### config.mk
export PLATFORM = sky130hd
export DESIGN_NAME = md5_message_digest
export DESIGN_NICKNAME = d
export VERILOG_FILES = /design/src/rtl/core/md5_pkg.sv /design/src/rtl/core/md5_front.sv /design/src/rtl/core/md5_back.sv /design/src/rtl/core/md5_message_digest.sv
export SDC_FILE = /design/constraint.sdc
export NUM_CORES = 2
export LEC_CHECK = 0
export ABC_AREA = 0
export BUFFER_PORTS_ARGS = -buffer_cell sky130_fd_sc_hd__buf_2
export CAP_MARGIN = 15
export CORE_AREA = 2 2 409 411
export DETAILED_ROUTE_END_ITERATION = 12
export DIE_AREA = 0 0 411 413
export GPL_TIMING_DRIVEN = 0
export PLACE_DENSITY_LB_ADDON = 0.3
export SETUP_SLACK_MARGIN = 0.15
export SYNTH_ARGS = -nofsm -noshare
export SYNTH_HDL_FRONTEND = slang
export SYNTH_SLANG_ARGS = --single-unit
### constraint.sdc
create_clock -name aclk -period 21.7 [get_ports aclk]
set_input_delay 1.085 -clock aclk [delete_from_list [all_inputs] [get_ports aclk]]
set_output_delay 1.085 -clock aclk [all_outputs]
set_load 0.03 [all_outputs]
### src/rtl/core/md5_pkg.sv
package md5_pkg;

    typedef struct packed {
        logic [31:0] msg_word;
        logic [2:0]  valid_bytes;
        logic        last;
    } md5_in_t;

    typedef struct packed {
        logic [31:0] digest_word;
        logic [1:0]  word_index;
        logic        last_of_digest;
    } md5_out_t;

    // queue entry: word already masked and padded, with its classification
    typedef struct packed {
        logic [31:0] data;
        logic        last;
        logic [2:0]  cnt;
    } md5_cmd_t;

    typedef enum logic [2:0] {
        ST_FILL,
        ST_COMP,
        ST_PADZ,
        ST_LEN_LO,
        ST_LEN_HI,
        ST_OUT
    } md5_state_t;

    localparam logic [31:0] IV_A = 32'h67452301;
    localparam logic [31:0] IV_B = 32'hEFCDAB89;
    localparam logic [31:0] IV_C = 32'h98BADCFE;
    localparam logic [31:0] IV_D = 32'h10325476;
    localparam logic [7:0]  PAD_BYTE = 8'h80;

    function automatic logic [31:0] sine_k(input logic [5:0] i);
        logic [31:0] k;
        case (i)
            6'd0: k = 32'hD76AA478;  6'd1: k = 32'hE8C7B756;
            6'd2: k = 32'h242070DB;  6'd3: k = 32'hC1BDCEEE;
            6'd4: k = 32'hF57C0FAF;  6'd5: k = 32'h4787C62A;
            6'd6: k = 32'hA8304613;  6'd7: k = 32'hFD469501;
            6'd8: k = 32'h698098D8;  6'd9: k = 32'h8B44F7AF;
            6'd10: k = 32'hFFFF5BB1; 6'd11: k = 32'h895CD7BE;
            6'd12: k = 32'h6B901122; 6'd13: k = 32'hFD987193;
            6'd14: k = 32'hA679438E; 6'd15: k = 32'h49B40821;
            6'd16: k = 32'hF61E2562; 6'd17: k = 32'hC040B340;
            6'd18: k = 32'h265E5A51; 6'd19: k = 32'hE9B6C7AA;
            6'd20: k = 32'hD62F105D; 6'd21: k = 32'h02441453;
            6'd22: k = 32'hD8A1E681; 6'd23: k = 32'hE7D3FBC8;
            6'd24: k = 32'h21E1CDE6; 6'd25: k = 32'hC33707D6;
            6'd26: k = 32'hF4D50D87; 6'd27: k = 32'h455A14ED;
            6'd28: k = 32'hA9E3E905; 6'd29: k = 32'hFCEFA3F8;
            6'd30: k = 32'h676F02D9; 6'd31: k = 32'h8D2A4C8A;
            6'd32: k = 32'hFFFA3942; 6'd33: k = 32'h8771F681;
            6'd34: k = 32'h6D9D6122; 6'd35: k = 32'hFDE5380C;
            6'd36: k = 32'hA4BEEA44; 6'd37: k = 32'h4BDECFA9;
            6'd38: k = 32'hF6BB4B60; 6'd39: k = 32'hBEBFBC70;
            6'd40: k = 32'h289B7EC6; 6'd41: k = 32'hEAA127FA;
            6'd42: k = 32'hD4EF3085; 6'd43: k = 32'h04881D05;
            6'd44: k = 32'hD9D4D039; 6'd45: k = 32'hE6DB99E5;
            6'd46: k = 32'h1FA27CF8; 6'd47: k = 32'hC4AC5665;
            6'd48: k = 32'hF4292244; 6'd49: k = 32'h432AFF97;
            6'd50: k = 32'hAB9423A7; 6'd51: k = 32'hFC93A039;
            6'd52: k = 32'h655B59C3; 6'd53: k = 32'h8F0CCC92;
            6'd54: k = 32'hFFEFF47D; 6'd55: k = 32'h85845DD1;
            6'd56: k = 32'h6FA87E4F; 6'd57: k = 32'hFE2CE6E0;
            6'd58: k = 32'hA3014314; 6'd59: k = 32'h4E0811A1;
            6'd60: k = 32'hF7537E82; 6'd61: k = 32'hBD3AF235;
            6'd62: k = 32'h2AD7D2BB; default: k = 32'hEB86D391;
        endcase
        return k;
    endfunction

    function automatic logic [4:0] rot_amt(input logic [5:0] i);
        logic [4:0] r;
        case ({i[5:4], i[1:0]})
            4'd0: r = 5'd7;   4'd1: r = 5'd12;  4'd2: r = 5'd17;  4'd3: r = 5'd22;
            4'd4: r = 5'd5;   4'd5: r = 5'd9;   4'd6: r = 5'd14;  4'd7: r = 5'd20;
            4'd8: r = 5'd4;   4'd9: r = 5'd11;  4'd10: r = 5'd16; 4'd11: r = 5'd23;
            4'd12: r = 5'd6;  4'd13: r = 5'd10; 4'd14: r = 5'd15; default: r = 5'd21;
        endcase
        return r;
    endfunction

endpackage

### src/rtl/core/md5_front.sv
module md5_front import md5_pkg::*; (
    input  logic     aclk,
    input  logic     aresetn,
    input  logic     s_valid,
    output logic     s_ready,
    input  md5_in_t  s_data,
    output logic     q_valid,
    input  logic     q_ready,
    output md5_cmd_t q_data
);
    // two-entry queue of classified words
    md5_cmd_t    mem_reg [2];
    logic        wptr_reg, wptr_next, rptr_reg, rptr_next;
    logic [1:0]  cnt_reg, cnt_next;
    md5_cmd_t    cmd;
    logic [2:0]  nb;
    logic [31:0] keep;
    logic        push, pop;

    always_comb begin
        nb = (s_data.valid_bytes > 3'd4 || !s_data.last) ? 3'd4 : s_data.valid_bytes;
        case (nb)
            3'd0: keep = 32'h0000_0000;
            3'd1: keep = 32'h0000_00FF;
            3'd2: keep = 32'h0000_FFFF;
            3'd3: keep = 32'h00FF_FFFF;
            default: keep = 32'hFFFF_FFFF;
        endcase
        cmd.data = s_data.msg_word & keep;
        case (nb)
            3'd0: cmd.data[7:0]   = PAD_BYTE;
            3'd1: cmd.data[15:8]  = PAD_BYTE;
            3'd2: cmd.data[23:16] = PAD_BYTE;
            3'd3: cmd.data[31:24] = PAD_BYTE;
            default: ;
        endcase
        cmd.last = s_data.last;
        cmd.cnt  = nb;
    end

    assign s_ready = (cnt_reg != 2'd2);
    assign push    = s_valid && s_ready;
    assign q_valid = (cnt_reg != 2'd0);
    assign pop     = q_valid && q_ready;
    assign q_data  = mem_reg[rptr_reg];

    always_comb begin
        wptr_next = push ? ~wptr_reg : wptr_reg;
        rptr_next = pop ? ~rptr_reg : rptr_reg;
        cnt_next  = cnt_reg + {1'b0, push} - {1'b0, pop};
    end

    always_ff @(posedge aclk) begin
        if (!aresetn) begin
            wptr_reg <= 1'b0;
            rptr_reg <= 1'b0;
            cnt_reg  <= 2'd0;
        end else begin
            wptr_reg <= wptr_next;
            rptr_reg <= rptr_next;
            cnt_reg  <= cnt_next;
        end
    end

    always_ff @(posedge aclk) begin
        if (push) begin
            mem_reg[wptr_reg] <= cmd;
        end
    end
endmodule

### src/rtl/core/md5_back.sv
module md5_back import md5_pkg::*; (
    input  logic     aclk,
    input  logic     aresetn,
    input  logic     q_valid,
    output logic     q_ready,
    input  md5_cmd_t q_data,
    output logic     m_valid,
    input  logic     m_ready,
    output md5_out_t m_data
);
    md5_state_t  state_reg, state_next;
    logic [31:0] buf_reg [16];
    logic [31:0] cv_reg [4];
    logic [31:0] a_reg, b_reg, c_reg, d_reg;
    logic [3:0]  pos_reg, pos_next;
    logic [5:0]  rnd_reg;
    logic [60:0] total_reg, total_next;
    logic        fin_reg;      // current block is the length block
    logic        more_reg;     // last word taken, padding still in progress
    logic        pad_reg;      // next padding slot takes the pad byte
    logic [1:0]  oidx_reg;
    logic        outv_reg;

    // buffer write port
    logic        bw_en;
    logic [3:0]  bw_addr;
    logic [31:0] bw_data;
    logic        comp_start, comp_done;
    logic [63:0] bits;

    logic [3:0]  sel;
    logic [31:0] f, t, rot;

    assign bits = {total_reg, 3'b000};

    always_comb begin
        case (rnd_reg[5:4])
            2'd0: begin
                f = (b_reg & c_reg) | (~b_reg & d_reg);
                sel = rnd_reg[3:0];
            end
            2'd1: begin
                f = (b_reg & d_reg) | (c_reg & ~d_reg);
                sel = 4'(5 * rnd_reg[3:0] + 1);
            end
            2'd2: begin
                f = b_reg ^ c_reg ^ d_reg;
                sel = 4'(3 * rnd_reg[3:0] + 5);
            end
            default: begin
                f = c_reg ^ (b_reg | ~d_reg);
                sel = 4'(7 * rnd_reg[3:0]);
            end
        endcase
        t   = a_reg + f + buf_reg[sel] + sine_k(rnd_reg);
        rot = (t << rot_amt(rnd_reg)) | (t >> (6'd32 - {1'b0, rot_amt(rnd_reg)}));
    end

    assign comp_done = (state_reg == ST_COMP) && (rnd_reg == 6'd63);

    always_comb begin
        state_next = state_reg;
        pos_next   = pos_reg;
        total_next = total_reg;
        q_ready    = 1'b0;
        bw_en      = 1'b0;
        bw_addr    = pos_reg;
        bw_data    = q_data.data;
        comp_start = 1'b0;
        case (state_reg)
            ST_FILL: begin
                q_ready = 1'b1;
                if (q_valid) begin
                    bw_en      = 1'b1;
                    total_next = total_reg + 61'(q_data.cnt);
                    pos_next   = pos_reg + 4'd1;
                    if (pos_reg == 4'd15) begin
                        comp_start = 1'b1;
                        state_next = ST_COMP;
                    end else if (q_data.last) begin
                        state_next = ST_PADZ;
                    end
                end
            end
            ST_COMP: begin
                if (comp_done) begin
                    if (fin_reg) begin
                        state_next = ST_OUT;
                    end else if (more_reg) begin
                        state_next = ST_PADZ;
                    end else begin
                        state_next = ST_FILL;
                    end
                end
            end
            ST_PADZ: begin
                // pos_reg names the next slot to fill with zero or the pad byte
                if (pos_reg == 4'd14 && !pad_reg) begin
                    state_next = ST_LEN_LO;
                end else begin
                    bw_en    = 1'b1;
                    bw_data  = pad_reg ? {24'd0, PAD_BYTE} : 32'd0;
                    pos_next = pos_reg + 4'd1;
                    if (pos_reg == 4'd15) begin
                        comp_start = 1'b1;
                        state_next = ST_COMP;
                    end
                end
            end
            ST_LEN_LO: begin
                bw_en    = 1'b1;
                bw_addr  = 4'd14;
                bw_data  = bits[31:0];
                state_next = ST_LEN_HI;
            end
            ST_LEN_HI: begin
                bw_en      = 1'b1;
                bw_addr    = 4'd15;
                bw_data    = bits[63:32];
                comp_start = 1'b1;
                state_next = ST_COMP;
            end
            ST_OUT: begin
                if (m_ready && oidx_reg == 2'd3) begin
                    state_next = ST_FILL;
                    pos_next   = 4'd0;
                    total_next = '0;
                end
            end
            default: state_next = ST_FILL;
        endcase
    end

    assign m_valid = outv_reg;
    assign m_data.digest_word    = cv_reg[oidx_reg];
    assign m_data.word_index     = oidx_reg;
    assign m_data.last_of_digest = (oidx_reg == 2'd3);

    always_ff @(posedge aclk) begin
        if (!aresetn) begin
            state_reg <= ST_FILL;
            pos_reg   <= '0;
            total_reg <= '0;
            rnd_reg   <= '0;
            fin_reg   <= 1'b0;
            more_reg  <= 1'b0;
            pad_reg   <= 1'b0;
            oidx_reg  <= '0;
            outv_reg  <= 1'b0;
            cv_reg[0] <= IV_A;
            cv_reg[1] <= IV_B;
            cv_reg[2] <= IV_C;
            cv_reg[3] <= IV_D;
        end else begin
            state_reg <= state_next;
            pos_reg   <= pos_next;
            total_reg <= total_next;
            if (comp_start) begin
                rnd_reg <= '0;
            end else if (state_reg == ST_COMP) begin
                rnd_reg <= rnd_reg + 6'd1;
            end
            // a full last word leaves the pad byte to the first padding slot
            if (state_reg == ST_FILL && q_valid && q_data.last) begin
                more_reg <= 1'b1;
                pad_reg  <= (q_data.cnt == 3'd4);
            end else if (state_reg == ST_PADZ && !(pos_reg == 4'd14 && !pad_reg)) begin
                pad_reg <= 1'b0;
            end else if (state_reg == ST_LEN_HI) begin
                more_reg <= 1'b0;
                fin_reg  <= 1'b1;
            end
            if (comp_done) begin
                cv_reg[0] <= cv_reg[0] + d_reg;
                cv_reg[1] <= cv_reg[1] + (b_reg + rot);
                cv_reg[2] <= cv_reg[2] + b_reg;
                cv_reg[3] <= cv_reg[3] + c_reg;
                if (fin_reg) begin
                    outv_reg <= 1'b1;
                    oidx_reg <= '0;
                end
            end
            if (outv_reg && m_ready) begin
                oidx_reg <= oidx_reg + 2'd1;
                if (oidx_reg == 2'd3) begin
                    outv_reg  <= 1'b0;
                    fin_reg   <= 1'b0;
                    cv_reg[0] <= IV_A;
                    cv_reg[1] <= IV_B;
                    cv_reg[2] <= IV_C;
                    cv_reg[3] <= IV_D;
                end
            end
        end
    end

    always_ff @(posedge aclk) begin
        if (bw_en) begin
            buf_reg[bw_addr] <= bw_data;
        end
        if (comp_start) begin
            a_reg <= cv_reg[0];
            b_reg <= cv_reg[1];
            c_reg <= cv_reg[2];
            d_reg <= cv_reg[3];
        end else if (state_reg == ST_COMP) begin
            a_reg <= d_reg;
            d_reg <= c_reg;
            c_reg <= b_reg;
            b_reg <= b_reg + rot;
        end
    end
endmodule

### src/rtl/core/md5_message_digest.sv
// the single round unit (one md5 step per cycle) limits the input rate; while a block
// is compressed, no words are taken from the front queue
// a last word passes through the front queue, then zero fill and the length words, one
// or two compressions and four output transactions
// synchronous active-low reset returns the chaining value to the initial vector
module md5_message_digest import md5_pkg::*; (
    input  logic     aclk,
    input  logic     aresetn,
    input  logic     s_valid,
    output logic     s_ready,
    input  md5_in_t  s_data,
    output logic     m_valid,
    input  logic     m_ready,
    output md5_out_t m_data
);
    logic     q_valid, q_ready;
    md5_cmd_t q_data;

    md5_front u_front (
        .aclk(aclk), .aresetn(aresetn),
        .s_valid(s_valid), .s_ready(s_ready), .s_data(s_data),
        .q_valid(q_valid), .q_ready(q_ready), .q_data(q_data)
    );

    md5_back u_back (
        .aclk(aclk), .aresetn(aresetn),
        .q_valid(q_valid), .q_ready(q_ready), .q_data(q_data),
        .m_valid(m_valid), .m_ready(m_ready), .m_data(m_data)
    );
endmodule

==> results.cfg <==
[run_status]
status = finished, final reports clean

[die]
die_x_um = 411
die_y_um = 413
num_rows = 150
design.die.area_um2 = 170000
ios = 77
core_um2 = 166000
start_util = 0.347

[final_layout]
syn_to_final_growth_pct = 13.1
nNetsFinal = 5789
drive_gt1_frac = 0.133
largest_reg_flops = 512
final_cell_mix = 776 x edfxtp_1, 392 x a21oi_1, 387 x nor2_1
layout_commonest_cell = edfxtp_1

[clock_tree]
clk_latency_ns = 0.74
cts_max_level = 3
root_buffer = clkbuf_16
cts_buffers = 103
clk_pin_slew_worst_paths_ns = 0.08
clock_path_buffers = 3
cts_hold_buf = 0
cts_resized = 0
clock_sinks = 964
post_cts_buffers = 0
cts_tree = yes

[synthesis]
ys_seq_area_frac = 0.470
ys.flop_type = edfxtp_1
synth.top_cell.area_share = 0.404
synth_edf_count = 776
synth_seq_cells = 964
synth_area_leaders = edfxtp_1 40%, mux4_2 6.6%, dfxtp_1 6.5%, ha_1 4.8%, a21oi_1 3.4%
synthCells = 5218
ys_types = 90
synth_nets = 5547
synth-async-reset-ratio = 0
syn_area_per_cell_um2 = 11.0
yosysWarnings = 0
syn_area_um2 = 57600
yosysTopAreaCell = edfxtp_1

[global_routing]
first_global_vias = 43300
track_usage = 0.243
grt_max_degree = 51
grt.overflow.total = 0
grt_pass1_wl_um = 303000
antenna_found_initial = 6

[timing]
hold_violations = 0
rsz0062_at_grt = no
skew_ns = 0.0720
holdWs_ns = 0.473
fin_tns_setup_ns = 0
post-route-period-util = 0.781
slew_violations = 0
max_slew_margin = 0.124
worst-slew-pin-transition_ns = 1.31
fmax_mhz = 59.0
fin_crit_ns = 16.94
finalSetupViolCount = 0

[critical_path]
slowest_delay_ns = 0.78
r2r_end = u_back.cv_reg[1][31]
cp-end-kind = flip-flop
cp_data_arrival_time_ns = 17.35
slowest_stage = clkbuf_1
criticalPathCategory = flip-flop to flip-flop
crit_fanout = 10
start_kind = flip-flop
setup.worst_path.start = u_back.rnd_reg[0]
worstPathRequired_ns = 22.11
r2r-start = u_back.rnd_reg[0]
r2r_cells = 53
r2r_slack_ns = 4.76

[min_path]
min_from = u_back.more_reg
hp-class = flip-flop to flip-flop
whs_path_depth = 2
min_to = u_back.more_reg

[detailed_routing]
drc = 0
num_vias = 45200
drtIter0Drc = 5183
wl_um = 211000
routedWlPerCell_um = 27.2
firstDrtPassIters = 6
vias_per_cell = 5.83
ant_nets = 0

[place]
numPortBuffers = 75
globalplace.congestion = 0.975
hpwlAfterDp_um = 159000

[run]
maxCapViolations = 0
==> synthesized netlist by cell type (86+ instances only) <==
cell and number:
dfxtp_1 188, nand3_1 119, edfxtp_1 776, xor2_1 128, mux2_2 157, a211oi_1 86, mux4_2 168, a21o_1 92
xnor2_1 142, a31oi_1 104, nor2_1 402, clkbuf_1 204, ha_1 219, inv_1 258, a21oi_1 392, mux2i_1 128
o21ai_0 286, nand2_1 386
==> layer usage <==
| layer | GRT usage | part of all wire | up-vias |
|---|---|---|---|
| li1 | - | - | 20100 |
| met3 | 0.0391 | 0.079 | 421 |
| met2 | 0.382 | 0.45 | 2115 |
| met1 | 0.327 | 0.42 | 22600 |
| met4 | 0.114 | 0.054 | 4 |
| met5 | 0 | 0.000085 | - |
==> how the worst max path moves through the flow <==
stage / slack (ns) / end / cells after the start
6_report: 4.76 / u_back.cv_reg[1][31] / 53
5_1_grt: 4.09 / u_back.cv_reg[1][31] / 52
4_1_cts: 4.48 / u_back.cv_reg[1][31] / 51
3_5_place_dp: 4.56 / u_back.cv_reg[1][31] / 51
3_3_place_gp: 4.53 / u_back.cv_reg[1][31] / 51
2_1_floorplan: 10.25 / u_back.cv_reg[1][31] / 51
==> final cells by class <==
class	count	area, um^2
Fill cell	16100	101000
Multi-Input combinational cell	3704	28600
Sequential cell	964	27100
Tap cell	2204	2760
Clock buffer	126	2740
Timing Repair Buffer	137	1140
Buffer	287	1120
Inverter	263	987
Clock inverter	69	769
Antenna cell	3	7.51
==> worst max-delay path: cells and delay by family (launching register included) <==
family / cells / cell delay [ns]
compound gates: 23 / 7.34
fa+ha+maj: 9 / 3.55
buf+inv: 11 / 3.13
xor+xnor: 4 / 1.11
simple gates: 5 / 0.69
flops: 1 / 0.54
mux: 1 / 0.22
==> cell families after synthesis <==
kind of cell | count (synthesis) | share of synthesized area
AO/OA/AOI/OAI | 1379 | 0.154
XOR/XNOR | 273 | 0.0421
adder cells (fa/ha/maj) | 319 | 0.0771
buffers and inverters | 550 | 0.0365
flip-flops | 964 | 0.470
multiplexers | 453 | 0.119
AND/OR/NAND/NOR | 1280 | 0.102
==> through the flow <==
stage	instances	setup slack [ns]	util	cell area, um^2
floorplan	5218	10.25	-	57600
detailed placement	7557	4.56	0.372	61700
CTS	7752	4.48	0.393	65200
global placement	7497	4.53	0.366	60800
finish	7757	4.76	0.393	65200
global route	7754	4.09	0.393	65200
Power is left out: the tool's default activity adds up to more than one toggle a clock period on the data nets, which glitch-free logic cannot reach.
